### src/hdl/pfu_pkg.sv
// ----------------------------------------------------------------------------
// pfu_pkg
// Shared constants, codes and types of the pixel filter unit.
// ----------------------------------------------------------------------------
package pfu_pkg;

    localparam int SAMPLE_BITS_DEF = 16;
    localparam int LANES_DEF       = 3;

    // fixed field widths
    localparam int PIXEL_BITS     = 48;
    localparam int WINDOW_PIXELS  = 6;
    localparam int IN_TDATA_BITS  = WINDOW_PIXELS * PIXEL_BITS;
    localparam int IN_TUSER_BITS  = 3;
    localparam int KIND_BITS      = 2;
    localparam int MAX_VALUE_BITS = 16;
    localparam int MASK_BITS      = 3;
    localparam int CFG_INDEX_BITS = 2;
    localparam int CFG_DATA_BITS  = 16;

    localparam logic [MAX_VALUE_BITS-1:0] MAX_VALUE_RESET = 16'd255;

    // operation codes
    localparam logic [KIND_BITS-1:0] KIND_GRAY     = 2'd0;
    localparam logic [KIND_BITS-1:0] KIND_NEGATIVE = 2'd1;
    localparam logic [KIND_BITS-1:0] KIND_CONTOUR  = 2'd2;
    localparam logic [KIND_BITS-1:0] KIND_BLUR     = 2'd3;

    // register indexes
    localparam logic [CFG_INDEX_BITS-1:0] REG_MAX_VALUE    = 2'd0;
    localparam logic [CFG_INDEX_BITS-1:0] REG_GRAY_MODE    = 2'd1;
    localparam logic [CFG_INDEX_BITS-1:0] REG_CHANNEL_MASK = 2'd2;

    // per-stage load strobes
    typedef struct packed {
        logic load1;
        logic load2;
        logic load3;
    } pipe_ctrl_t;

endpackage

### src/hdl/pfu_lane.sv
// ----------------------------------------------------------------------------
// pfu_lane
// One sample lane: negative, contour and five-tap blur over two stages.
// ----------------------------------------------------------------------------
module pfu_lane
    import pfu_pkg::*;
#(
    parameter int SAMPLE_BITS = SAMPLE_BITS_DEF
) (
    input  logic                      aclk,
    input  pipe_ctrl_t                ctrl,
    input  logic [KIND_BITS-1:0]      kind,
    input  logic [MAX_VALUE_BITS-1:0] max_value,
    input  logic [SAMPLE_BITS-1:0]    center,
    input  logic [SAMPLE_BITS-1:0]    left_far,
    input  logic [SAMPLE_BITS-1:0]    left_near,
    input  logic [SAMPLE_BITS-1:0]    right_near,
    input  logic [SAMPLE_BITS-1:0]    right_far,
    input  logic [SAMPLE_BITS-1:0]    below,
    output logic [SAMPLE_BITS-1:0]    lane_result
);

    localparam int SUM_BITS   = SAMPLE_BITS + 3;
    localparam int BLUR_SHIFT = SUM_BITS + 3;
    localparam int RECIP_BITS = BLUR_SHIFT;
    localparam int PROD_BITS  = SUM_BITS + RECIP_BITS;
    localparam int CMP_BITS   = MAX_VALUE_BITS + 1;
    // ceil(2^shift / 5), exact for every sum below 2^SUM_BITS
    localparam logic [RECIP_BITS-1:0] BLUR_RECIP =
        RECIP_BITS'(((64'd1 << BLUR_SHIFT) + 64'd4) / 64'd5);
    localparam logic [CMP_BITS-1:0] LANE_MAX_EXT =
        CMP_BITS'((64'd1 << SAMPLE_BITS) - 64'd1);

    logic [SUM_BITS-1:0]    tap_sum;
    logic [CMP_BITS-1:0]    c_ext;
    logic [CMP_BITS-1:0]    mv_ext;
    logic [CMP_BITS-1:0]    neg_val;
    logic [SAMPLE_BITS-1:0] diff_below;
    logic [SAMPLE_BITS-1:0] diff_right;
    logic [CMP_BITS-1:0]    contour_sum;
    logic [CMP_BITS-1:0]    contour_val;
    logic [CMP_BITS-1:0]    point_pre;
    logic [CMP_BITS-1:0]    point_sat;
    logic [PROD_BITS-1:0]   blur_prod;
    logic [SAMPLE_BITS-1:0] blur_quot;

    logic [SUM_BITS-1:0]    sum_reg;
    logic [SAMPLE_BITS-1:0] point_reg;
    logic                   blur_reg;
    logic [SAMPLE_BITS-1:0] result_reg;

    always_comb begin
        tap_sum = SUM_BITS'(left_far) + SUM_BITS'(left_near) + SUM_BITS'(center)
                + SUM_BITS'(right_near) + SUM_BITS'(right_far);
        c_ext   = CMP_BITS'(center);
        mv_ext  = CMP_BITS'(max_value);
        neg_val = (c_ext > mv_ext) ? '0 : mv_ext - c_ext;
        diff_below  = (below >= center) ? below - center : center - below;
        diff_right  = (right_near >= center) ? right_near - center : center - right_near;
        contour_sum = CMP_BITS'(diff_below) + CMP_BITS'(diff_right);
        contour_val = (contour_sum > mv_ext) ? mv_ext : contour_sum;
        point_pre   = (kind == KIND_NEGATIVE) ? neg_val : contour_val;
        point_sat   = (point_pre > LANE_MAX_EXT) ? LANE_MAX_EXT : point_pre;
    end

    always_ff @(posedge aclk) begin
        if (ctrl.load1) begin
            sum_reg   <= tap_sum;
            point_reg <= point_sat[SAMPLE_BITS-1:0];
            blur_reg  <= (kind == KIND_BLUR);
        end
    end

    // divide by five through the reciprocal
    always_comb begin
        blur_prod = PROD_BITS'(sum_reg) * PROD_BITS'(BLUR_RECIP);
        blur_quot = blur_prod[BLUR_SHIFT +: SAMPLE_BITS];
    end

    always_ff @(posedge aclk) begin
        if (ctrl.load2) begin
            result_reg <= blur_reg ? blur_quot : point_reg;
        end
    end

    assign lane_result = result_reg;

endmodule

### src/hdl/pfu_merge.sv
// ----------------------------------------------------------------------------
// pfu_merge
// Gray averaging path and the final lane merge into the output register.
// ----------------------------------------------------------------------------
module pfu_merge
    import pfu_pkg::*;
#(
    parameter int SAMPLE_BITS = SAMPLE_BITS_DEF,
    parameter int LANES       = LANES_DEF
) (
    input  logic                                aclk,
    input  pipe_ctrl_t                          ctrl,
    input  logic [KIND_BITS-1:0]                kind,
    input  logic                                on_border,
    input  logic [PIXEL_BITS-1:0]               center,
    input  logic                                gray_mode,
    input  logic [MASK_BITS-1:0]                channel_mask,
    input  logic [LANES-1:0][SAMPLE_BITS-1:0]   lane_results,
    output logic [PIXEL_BITS-1:0]               result_pixel
);

    localparam int GSUM_BITS   = SAMPLE_BITS + 2;
    localparam int GRAY_SHIFT  = GSUM_BITS + 2;
    localparam int GRECIP_BITS = GRAY_SHIFT + 1;
    localparam int GPROD_BITS  = GSUM_BITS + GRECIP_BITS;
    localparam logic [GRECIP_BITS-1:0] GRAY_RECIP =
        GRECIP_BITS'(((64'd1 << GRAY_SHIFT) + 64'(LANES) - 64'd1) / 64'(LANES));

    logic [GSUM_BITS-1:0]   gray_sum;
    logic [GPROD_BITS-1:0]  gray_prod;
    logic [MASK_BITS-1:0]   sel;
    logic [PIXEL_BITS-1:0]  result_next;

    logic [GSUM_BITS-1:0]   gsum_reg;
    logic [KIND_BITS-1:0]   kind1_reg;
    logic                   border1_reg;
    logic [PIXEL_BITS-1:0]  center1_reg;
    logic [SAMPLE_BITS-1:0] gray_q_reg;
    logic [KIND_BITS-1:0]   kind2_reg;
    logic                   border2_reg;
    logic [PIXEL_BITS-1:0]  center2_reg;
    logic [PIXEL_BITS-1:0]  result_reg;

    always_comb begin
        gray_sum = '0;
        for (int i = 0; i < LANES; i++) begin
            gray_sum = gray_sum + GSUM_BITS'(center[i*SAMPLE_BITS +: SAMPLE_BITS]);
        end
    end

    always_ff @(posedge aclk) begin
        if (ctrl.load1) begin
            gsum_reg    <= gray_sum;
            kind1_reg   <= kind;
            border1_reg <= on_border;
            center1_reg <= center;
        end
    end

    assign gray_prod = GPROD_BITS'(gsum_reg) * GPROD_BITS'(GRAY_RECIP);

    always_ff @(posedge aclk) begin
        if (ctrl.load2) begin
            gray_q_reg  <= gray_prod[GRAY_SHIFT +: SAMPLE_BITS];
            kind2_reg   <= kind1_reg;
            border2_reg <= border1_reg;
            center2_reg <= center1_reg;
        end
    end

    always_comb begin
        sel         = (channel_mask == '0) ? '1 : channel_mask;
        result_next = '0;
        if (border2_reg) begin
            result_next = center2_reg;
        end else if (kind2_reg == KIND_GRAY) begin
            result_next[SAMPLE_BITS-1:0] = gray_mode ? center2_reg[SAMPLE_BITS-1:0]
                                                     : gray_q_reg;
        end else if (gray_mode) begin
            result_next[SAMPLE_BITS-1:0] = lane_results[0];
        end else begin
            // unselected lanes pass the center sample through
            for (int i = 0; i < LANES; i++) begin
                result_next[i*SAMPLE_BITS +: SAMPLE_BITS] =
                    sel[i] ? lane_results[i] : center2_reg[i*SAMPLE_BITS +: SAMPLE_BITS];
            end
        end
    end

    always_ff @(posedge aclk) begin
        if (ctrl.load3) begin
            result_reg <= result_next;
        end
    end

    assign result_pixel = result_reg;

endmodule

### src/hdl/pixel_filter_unit.sv
// an accepted input moves through v1_reg, v2_reg and v3_reg, which drives m_tvalid;
// the blur and gray reciprocal multipliers sit in their own stage
// throughput: one item per cycle unless m_tready stalls; a stage refills once the next moves
// reset: synchronous, active low; clears the stage valid flags and loads
// max_value 255, gray_mode 0 and channel_mask 0
// ----------------------------------------------------------------------------
// pixel_filter_unit
// Per-pixel gray, negative, contour and horizontal blur with parallel lanes.
// ----------------------------------------------------------------------------
module pixel_filter_unit
    import pfu_pkg::*;
#(
    parameter int SAMPLE_BITS = SAMPLE_BITS_DEF,
    parameter int LANES       = LANES_DEF
) (
    input  logic                      aclk,
    input  logic                      aresetn,
    input  logic                      s_tvalid,
    output logic                      s_tready,
    // center, left_far, left_near, right_near, right_far, below (48 bits each)
    input  logic [IN_TDATA_BITS-1:0]  s_tdata,
    // kind [1:0], on_border [2]
    input  logic [IN_TUSER_BITS-1:0]  s_tuser,
    output logic                      m_tvalid,
    input  logic                      m_tready,
    // result_pixel
    output logic [PIXEL_BITS-1:0]     m_tdata,
    input  logic                      cfg_wr_en,
    input  logic [CFG_INDEX_BITS-1:0] cfg_index,
    input  logic [CFG_DATA_BITS-1:0]  cfg_wr_data
);

    logic [MAX_VALUE_BITS-1:0] max_value_reg;
    logic                      gray_mode_reg;
    logic [MASK_BITS-1:0]      channel_mask_reg;

    logic       v1_reg, v2_reg, v3_reg;
    logic       v1_next, v2_next, v3_next;
    pipe_ctrl_t ctrl;

    logic [KIND_BITS-1:0]              kind;
    logic                              on_border;
    logic [WINDOW_PIXELS-1:0][PIXEL_BITS-1:0] window;
    logic [LANES-1:0][SAMPLE_BITS-1:0] lane_results;

    always_ff @(posedge aclk) begin
        if (!aresetn) begin
            max_value_reg    <= MAX_VALUE_RESET;
            gray_mode_reg    <= 1'b0;
            channel_mask_reg <= '0;
        end else if (cfg_wr_en) begin
            case (cfg_index)
                REG_MAX_VALUE:    max_value_reg    <= cfg_wr_data[MAX_VALUE_BITS-1:0];
                REG_GRAY_MODE:    gray_mode_reg    <= cfg_wr_data[0];
                REG_CHANNEL_MASK: channel_mask_reg <= cfg_wr_data[MASK_BITS-1:0];
                default: ;
            endcase
        end
    end

    // a stage loads when it is empty or its successor loads
    always_comb begin
        ctrl.load3 = !v3_reg || m_tready;
        ctrl.load2 = !v2_reg || ctrl.load3;
        ctrl.load1 = !v1_reg || ctrl.load2;
        v1_next = ctrl.load1 ? s_tvalid : v1_reg;
        v2_next = ctrl.load2 ? v1_reg   : v2_reg;
        v3_next = ctrl.load3 ? v2_reg   : v3_reg;
    end

    always_ff @(posedge aclk) begin
        if (!aresetn) begin
            v1_reg <= 1'b0;
            v2_reg <= 1'b0;
            v3_reg <= 1'b0;
        end else begin
            v1_reg <= v1_next;
            v2_reg <= v2_next;
            v3_reg <= v3_next;
        end
    end

    assign s_tready  = ctrl.load1;
    assign m_tvalid  = v3_reg;
    assign kind      = s_tuser[KIND_BITS-1:0];
    assign on_border = s_tuser[KIND_BITS];
    assign window    = s_tdata;

    for (genvar g = 0; g < LANES; g++) begin : g_lane
        pfu_lane #(
            .SAMPLE_BITS (SAMPLE_BITS)
        ) u_lane (
            .aclk        (aclk),
            .ctrl        (ctrl),
            .kind        (kind),
            .max_value   (max_value_reg),
            .center      (window[0][g*SAMPLE_BITS +: SAMPLE_BITS]),
            .left_far    (window[1][g*SAMPLE_BITS +: SAMPLE_BITS]),
            .left_near   (window[2][g*SAMPLE_BITS +: SAMPLE_BITS]),
            .right_near  (window[3][g*SAMPLE_BITS +: SAMPLE_BITS]),
            .right_far   (window[4][g*SAMPLE_BITS +: SAMPLE_BITS]),
            .below       (window[5][g*SAMPLE_BITS +: SAMPLE_BITS]),
            .lane_result (lane_results[g])
        );
    end

    pfu_merge #(
        .SAMPLE_BITS (SAMPLE_BITS),
        .LANES       (LANES)
    ) u_merge (
        .aclk         (aclk),
        .ctrl         (ctrl),
        .kind         (kind),
        .on_border    (on_border),
        .center       (window[0]),
        .gray_mode    (gray_mode_reg),
        .channel_mask (channel_mask_reg),
        .lane_results (lane_results),
        .result_pixel (m_tdata)
    );

endmodule

### config.mk
export PLATFORM = sky130hd
export DESIGN_NAME = pixel_filter_unit
export DESIGN_NICKNAME = d
export VERILOG_FILES = /design/src/hdl/pfu_pkg.sv /design/src/hdl/pfu_lane.sv /design/src/hdl/pfu_merge.sv /design/src/hdl/pixel_filter_unit.sv
export SDC_FILE = /design/constraint.sdc
export NUM_CORES = 2
export LEC_CHECK = 0
export BUFFER_PORTS_ARGS = -buffer_cell sky130_fd_sc_hd__buf_2
export CORE_ASPECT_RATIO = 0.7
export CORE_UTILIZATION = 25
export DETAILED_ROUTE_END_ITERATION = 12
export PLACE_DENSITY = 0.45
export REMOVE_ABC_BUFFERS = 1
export SYNTH_ARGS = -nofsm -noshare
export SYNTH_HDL_FRONTEND = slang
export SYNTH_SLANG_ARGS = --single-unit
### constraint.sdc
create_clock -name aclk -period 7.3 [get_ports aclk]
set_input_delay 0.73 -clock aclk [delete_from_list [all_inputs] [get_ports aclk]]
set_output_delay 0.73 -clock aclk [all_outputs]
set_load 0.02 [all_outputs]
## Word level (Yosys, flattened, before mapping)

Cells that the tools add are included.

- Equality and inequality tests: 4
- Multiplexer cells: 28
- Reductions and logical operators: 12
- $lt $le $gt $ge: 15
- Multipliers: 4
- Add/sub/neg operators: 32

Operator list:

| kind | number |
|---|---|
| 16-bit two-way mux | 15 |
| 16-bit subtractor | 12 |
| 19-bit by 16-bit adder with 19-bit output | 9 |
| 17-bit two-way mux | 9 |
| 16-bit by 16-bit adder with 17-bit output | 7 |
| 19-bit by 20-bit multiplier with 38-bit output (second input constant) | 3 |
| 16-bit >= comparator | 6 |
| 32-bit two-way mux | 2 |
| 17-bit by 16-bit greater-than comparator with 1-bit output | 3 |
| 17-bit by 16-bit greater-than comparator with 1-bit output (second input constant) | 3 |
| 16-bit by 16-bit subtractor with 17-bit output | 3 |
| 16-bit greater-than comparator | 3 |
| 48-bit two-way mux | 1 |
| 18-bit by 18-bit multiplier with 35-bit output (second input constant) | 1 |
| 18-bit by 16-bit adder with 18-bit output | 1 |
| 2-bit AND reduction | 3 |
| 2-bit by 1-bit equality test with 1-bit output (second input constant) | 2 |
| 2-bit equality test (second input constant) | 2 |
| 2-bit logical NOT | 2 |
| 1-bit logical NOT | 3 |
| 3-bit logical NOT | 1 |
| 1-bit logical OR | 3 |
| 3-bit two-way mux | 1 |

- Output and inout port bits: 50
- Logic and storage cells: 120
- Bits of input ports: 314
- Register bits after elaboration: 361

## Longest topological paths before layout

- Word-level depth: 7
- Gate-level depth with buffers: 36
- Mapped depth without buffers: 33

## Cells and area by module

From an unflattened synthesis, not the netlist that was laid out.

- Cell total of the unflattened synthesis: 5431
- Area total of the unflattened synthesis: 54419.7 sq um

By module, submodules not included:

| module | cells each | area an instance (sq um) | times used |
|---|---|---|---|
| pfu_lane (g_lane[2].u_lane) | 1448 | 13541.7 | 1 |
| pfu_lane (g_lane[0].u_lane) | 1410 | 13436.6 | 1 |
| pfu_lane (g_lane[1].u_lane) | 1421 | 13340.3 | 1 |
| pfu_merge | 1049 | 13090.1 | 1 |
| pixel_filter_unit | 103 | 1011.0 | 1 |

## Worst setup path before layout

No wires, ideal clock.

- Kind: input to register
- From: input port s_tdata[33]
- To: register g_lane[2].u_lane.point_reg[5] (data pin)
- Arrival time: 6.854 ns
- Library setup time: 0.293 ns
- Stages: 33
- Data required time: 7.007 ns
- Path buffers: 4
- Setup slack: 0.153 ns
- Path through: inv_1 > fa_1 > a21o_1 > a21o_1 > a211oi_1 > o31a_1 > a211oi_1 > nor2b_1 > buf_2 > clkbuf_1 > buf_2 > mux2_2 > ha_1 > a21o_1 > a21oi_1 > o21ai_0 > and3_1 > o31ai_1 > o21bai_1 > a21oi_1 > xnor2_1 > ha_1 > nand2_1 > or3_1 > a21oi_1 > nor3_1 > a31oi_1 > o32a_1 > a21oi_1 > clkbuf_1 > nor2_1 > a21oi_1 > o221ai_1

- Cells in the longest elaborated chain, start to end: 7
- Elaborated cells between the ends (all ways): 16

RTL lines:

| item | RTL line | source |
|---|---|---|
| from (decl) | pixel_filter_unit.sv:21 | `input logic [IN_TDATA_BITS-1:0] s_tdata,` |
| 16-bit subtractor, or another cell as far along | pfu_lane.sv:58 | `diff_below = (below >= center) ? below - center : center - below;` |
| 16-bit two-way mux (on tied branches) | pfu_lane.sv:58, pfu_lane.sv:59 |  |
| 16-bit by 16-bit adder with 17-bit output | pfu_lane.sv:60 | `contour_sum = CMP_BITS'(diff_below) + CMP_BITS'(diff_right);` |
| 17-bit by 16-bit greater-than comparator with 1-bit output | pfu_lane.sv:61 | `contour_val = (contour_sum > mv_ext) ? mv_ext : contour_sum;` |
| 17-bit two-way mux | pfu_lane.sv:61 |  |
| 17-bit two-way mux (*) | pfu_lane.sv:62 | `point_pre = (kind == KIND_NEGATIVE) ? neg_val : contour_val;` |
| 17-bit by 16-bit greater-than comparator with 1-bit output | pfu_lane.sv:63 | `point_sat = (point_pre > LANE_MAX_EXT) ? LANE_MAX_EXT : point_pre;` |
| to (signal assigned) | pfu_lane.sv:69 | `point_reg <= point_sat[SAMPLE_BITS-1:0];` |
| to (decl) | pfu_lane.sv:48 | `logic [SAMPLE_BITS-1:0] point_reg;` |

Every way passes the cells marked *; elsewhere a longest branch is shown, timed or not.
A chain may end at the register's enable or synchronous reset.

## Worst setup path after layout

- From: input port s_tdata[176]
- To: register g_lane[2].u_lane.point_reg[15] (data pin)

- Cells in the longest elaborated chain, start to end: 7
- Elaborated cells between the ends (all ways): 9

RTL lines:

| item | RTL line | source |
|---|---|---|
| 16-bit subtractor / 16-bit >= comparator (equally long branches) | pfu_lane.sv:59 | `diff_right = (right_near >= center) ? right_near - center : center - right_near;` |
| 16-bit two-way mux (*) | pfu_lane.sv:59 |  |
| 16-bit by 16-bit adder with 17-bit output (*) | pfu_lane.sv:60 |  |
| 17-bit by 16-bit greater-than comparator with 1-bit output | pfu_lane.sv:61 |  |
| 17-bit two-way mux (*) | pfu_lane.sv:61 |  |
| 17-bit two-way mux (*) | pfu_lane.sv:62 |  |
| 17-bit by 16-bit greater-than comparator with 1-bit output | pfu_lane.sv:63 |  |

Marked as above.

==> flow_metrics.tcl <==
set metrics [dict create \
    fp.dieArea_sq_um 222100 \
    numCtsBuffers 49 \
    grt_usage_pct 17.93 \
    critPathSlowestCell "fa_1" \
    final_nets 8107 \
    start_util_pct 25.26 \
    min_path_type "input port to register" \
    synth_area_sq_um 55060 \
    clk_latency_ns 0.64 \
    clockBufferDepth 3 \
    async_flop_share_pct 0 \
    remaining_drc_errors 0 \
    detail-route-antenna-nets 0 \
    yosysSeqAreaShare_pct 19.27 \
    drt_wl_total_mm 202.0 \
    die_width_um 562.9 \
    grt_max_degree 65 \
    cts_sinks 361 \
    clock.fmax_mhz 145.4 \
    yosys_most_used_dff "edfxtp_1" \
    reg2reg_to "g_lane[1].u_lane.lane_result[14]" \
    cp_max_fo 14 \
    die_h_um 394.6 \
    rsz0062_at_grt "false" \
    cts-root-buf "clkbuf_16" \
    finalCriticalPeriod_ns 6.876 \
    slew_viol_final 0 \
    cp.arrival_ns 7.19 \
    yosysWarnings 0 \
    r2r-start "g_lane[1].u_lane.sum_reg[8]" \
    whs_endpoint "u_merge.border1_reg" \
    netlist_instances 5678 \
    dp_hpwl_mm 174.4 \
    grt_pass1_wl_mm 293.1 \
    h-tree-depth 2 \
    ios 364 \
    outcome "finished, final reports clean" \
    cap_violations 0 \
    core-area_sq_um 217900 \
    ys_ff_latch 361 \
    cp_common_cell "ha_1" \
    fin_util_pct 29.26 \
    grt_overflow 0 \
    synth-edff-count 338 \
    clk_pin_slew_ns 0.06 \
    hold_depth 1 \
    required_ns 7.61 \
    critPathMaxStageDelay_ns 0.38 \
    place_congestion 0.9187 \
    cts_setup_buffers 0 \
    cp-end-kind "register" \
    first_iter_violations 3503 \
    finalClockSkew_ns 0.02970 \
    antenna_found_initial 46 \
    multi_input_area_sq_um 39810 \
    vias 43361 \
    final_hold_viol_count 0 \
    worst_setup_path_start_kind "input port" \
    syn2layout_area_growth_pct 15.84 \
    worstSetupPathType "input port to register" \
    cts_tree "built" \
    ys_types 95 \
    tightest_slew_ns 1.248 \
    post-route-period-util_pct 94.19 \
    slew_headroom_pct 16.23 \
    rows 143 \
    drive_above_1_share_pct 12.80 \
    seq_area_sq_um 10610 \
    io_buffers 363 \
    largest_register_ffs 57 \
    syn_area_per_cell_sq_um 9.696 \
    worst-r2r-setup-slack_ns 0.45 \
    setup_violations 0 \
    ctsHoldBuffers 0 \
    firstDrtPassIters 6 \
    n_fill_cell 22997 \
    ff2ff_path_depth 22 \
    via_per_inst 4.717 \
    wire_per_inst_um 21.97 \
    grt_pass1_vias 42896 \
    worstHoldStart "s_tuser[2]" \
]
-- cells in the mapped netlist (15+ instances only) --
cell      instances  share of area [%]
a211oi_1         41               0.56
a21boi_0         29               0.40
a21o_1          155                2.1
a21oi_1         348                3.2
a22oi_1          18               0.25
a31oi_1          18               0.20
and2_1           15               0.17
and3_1           43               0.49
clkbuf_1         69               0.47
dfxtp_1          23               0.84
edfxtp_1        338                 18
fa_1            526                 19
ha_1           1018                 23
inv_1          1152                7.9
mux2_2           47               0.96
mux2i_1         108                2.0
nand2_1         226                1.5
nand2b_1         25               0.28
nand3_1          81               0.74
nand4_1          31               0.35
nor2_1          224                1.5
nor2b_1          50               0.57
nor3_1           86               0.78
o211ai_1         38               0.52
o21a_1           51               0.70
o21ai_0         174                1.6
o21ai_1          15               0.14
o21bai_1         76                1.0
o221ai_1         21               0.33
o22ai_1          21               0.24
o31ai_1          25               0.34
or2_2            16               0.18
or3_1            33               0.37
xnor2_1         215                3.4
xor2_1          106                1.7
-- layout make-up --
cell class	count	area share, %
Multi-Input combinational cell	4075	62.43
Sequential cell	361	16.64
Inverter	1152	6.780
Timing Repair Buffer	610	5.815
Tap cell	2900	5.690
Clock buffer	55	1.991
Clock inverter	36	0.6455
Antenna cell	4	0.01570
-- layout by cell type (no fill, tap or decap), types with 50 or more instances in the layout --
cell type     n
inv_1      1151
xnor2_1     215
o21a_1       51
ha_1       1018
o21ai_0     174
nand2_1     225
buf_2       363
o21bai_1     75
clkbuf_16    50
nor2_1      221
fa_1        526
nand3_1      80
edfxtp_1    338
a21oi_1     346
xor2_1      106
nor3_1       86
a21o_1      155
mux2i_1     108
buf_4       244
-- worst max-delay path: cells and delay by family --
family,cells,cell delay [ns]
compound gates,16,3.12
buf+inv,5,0.61
xor+xnor,2,0.67
simple gates,7,0.94
fa+ha+maj,4,1.14
-- logic make-up after synthesis --
kind of cell	after synthesis	share of synthesized area [%]
flip-flops	361	19.27
AO/OA/AOI/OAI	1187	14.31
buffers and inverters	1242	8.565
adder cells (fa/ha/maj)	1544	42.26
AND/OR/NAND/NOR	867	7.529
multiplexers	156	2.952
XOR/XNOR	321	5.106
-- through the flow --
step | instance area (sq um) | hold WS (ns) | cells | setup slack, ns | TNS, ns
final | 63770 | 0.2954 | 9193 | 0.4243 | 0
after global routing | 63770 | 0.2753 | 9191 | 0.008917 | 0
after CTS | 63740 | 0.2651 | 9189 | 0.005823 | 0
after detailed placement | 62050 | 0.4045 | 9098 | -0.09821 | -0.7514
after global placement | 62050 | 0.4015 | 9098 | -0.03075 | -0.03075
after floorplan | 54660 | 0.4003 | 5588 | -1.008 | -15.68
-- what timing repair did --
item | 4_1_cts | 5_1_grt
hold endpoints to repair | 0 | 0
gates resized for setup | 0 | 6
endpoints found under the setup margin | 0 | 3
-- per-layer routing --
layer	share of wire (%)	routed length, um	GRT usage (%)	vias up
met5	0.076	153	0	-
met2	39	79690	25.21	1276
met4	1.8	3691	3.180	22
met3	6.3	12750	2.708	194
li1	-	-	-	20576
met1	52	105700	28.45	21293
-- worst max path at each step --
stage / from / end
finish: s_tdata[176] / g_lane[2].u_lane.point_reg[15]
global route: s_tdata[144] / g_lane[0].u_lane.point_reg[13]
CTS: g_lane[1].u_lane.sum_reg[8] / g_lane[1].u_lane.lane_result[14]
detailed placement: s_tdata[33] / g_lane[2].u_lane.point_reg[15]
global placement: s_tdata[32] / g_lane[2].u_lane.point_reg[15]
floorplan: s_tdata[33] / g_lane[2].u_lane.point_reg[0]
Power is not shown: default switching activity piles up to over one toggle a cycle in this logic, so the estimate is an artifact.
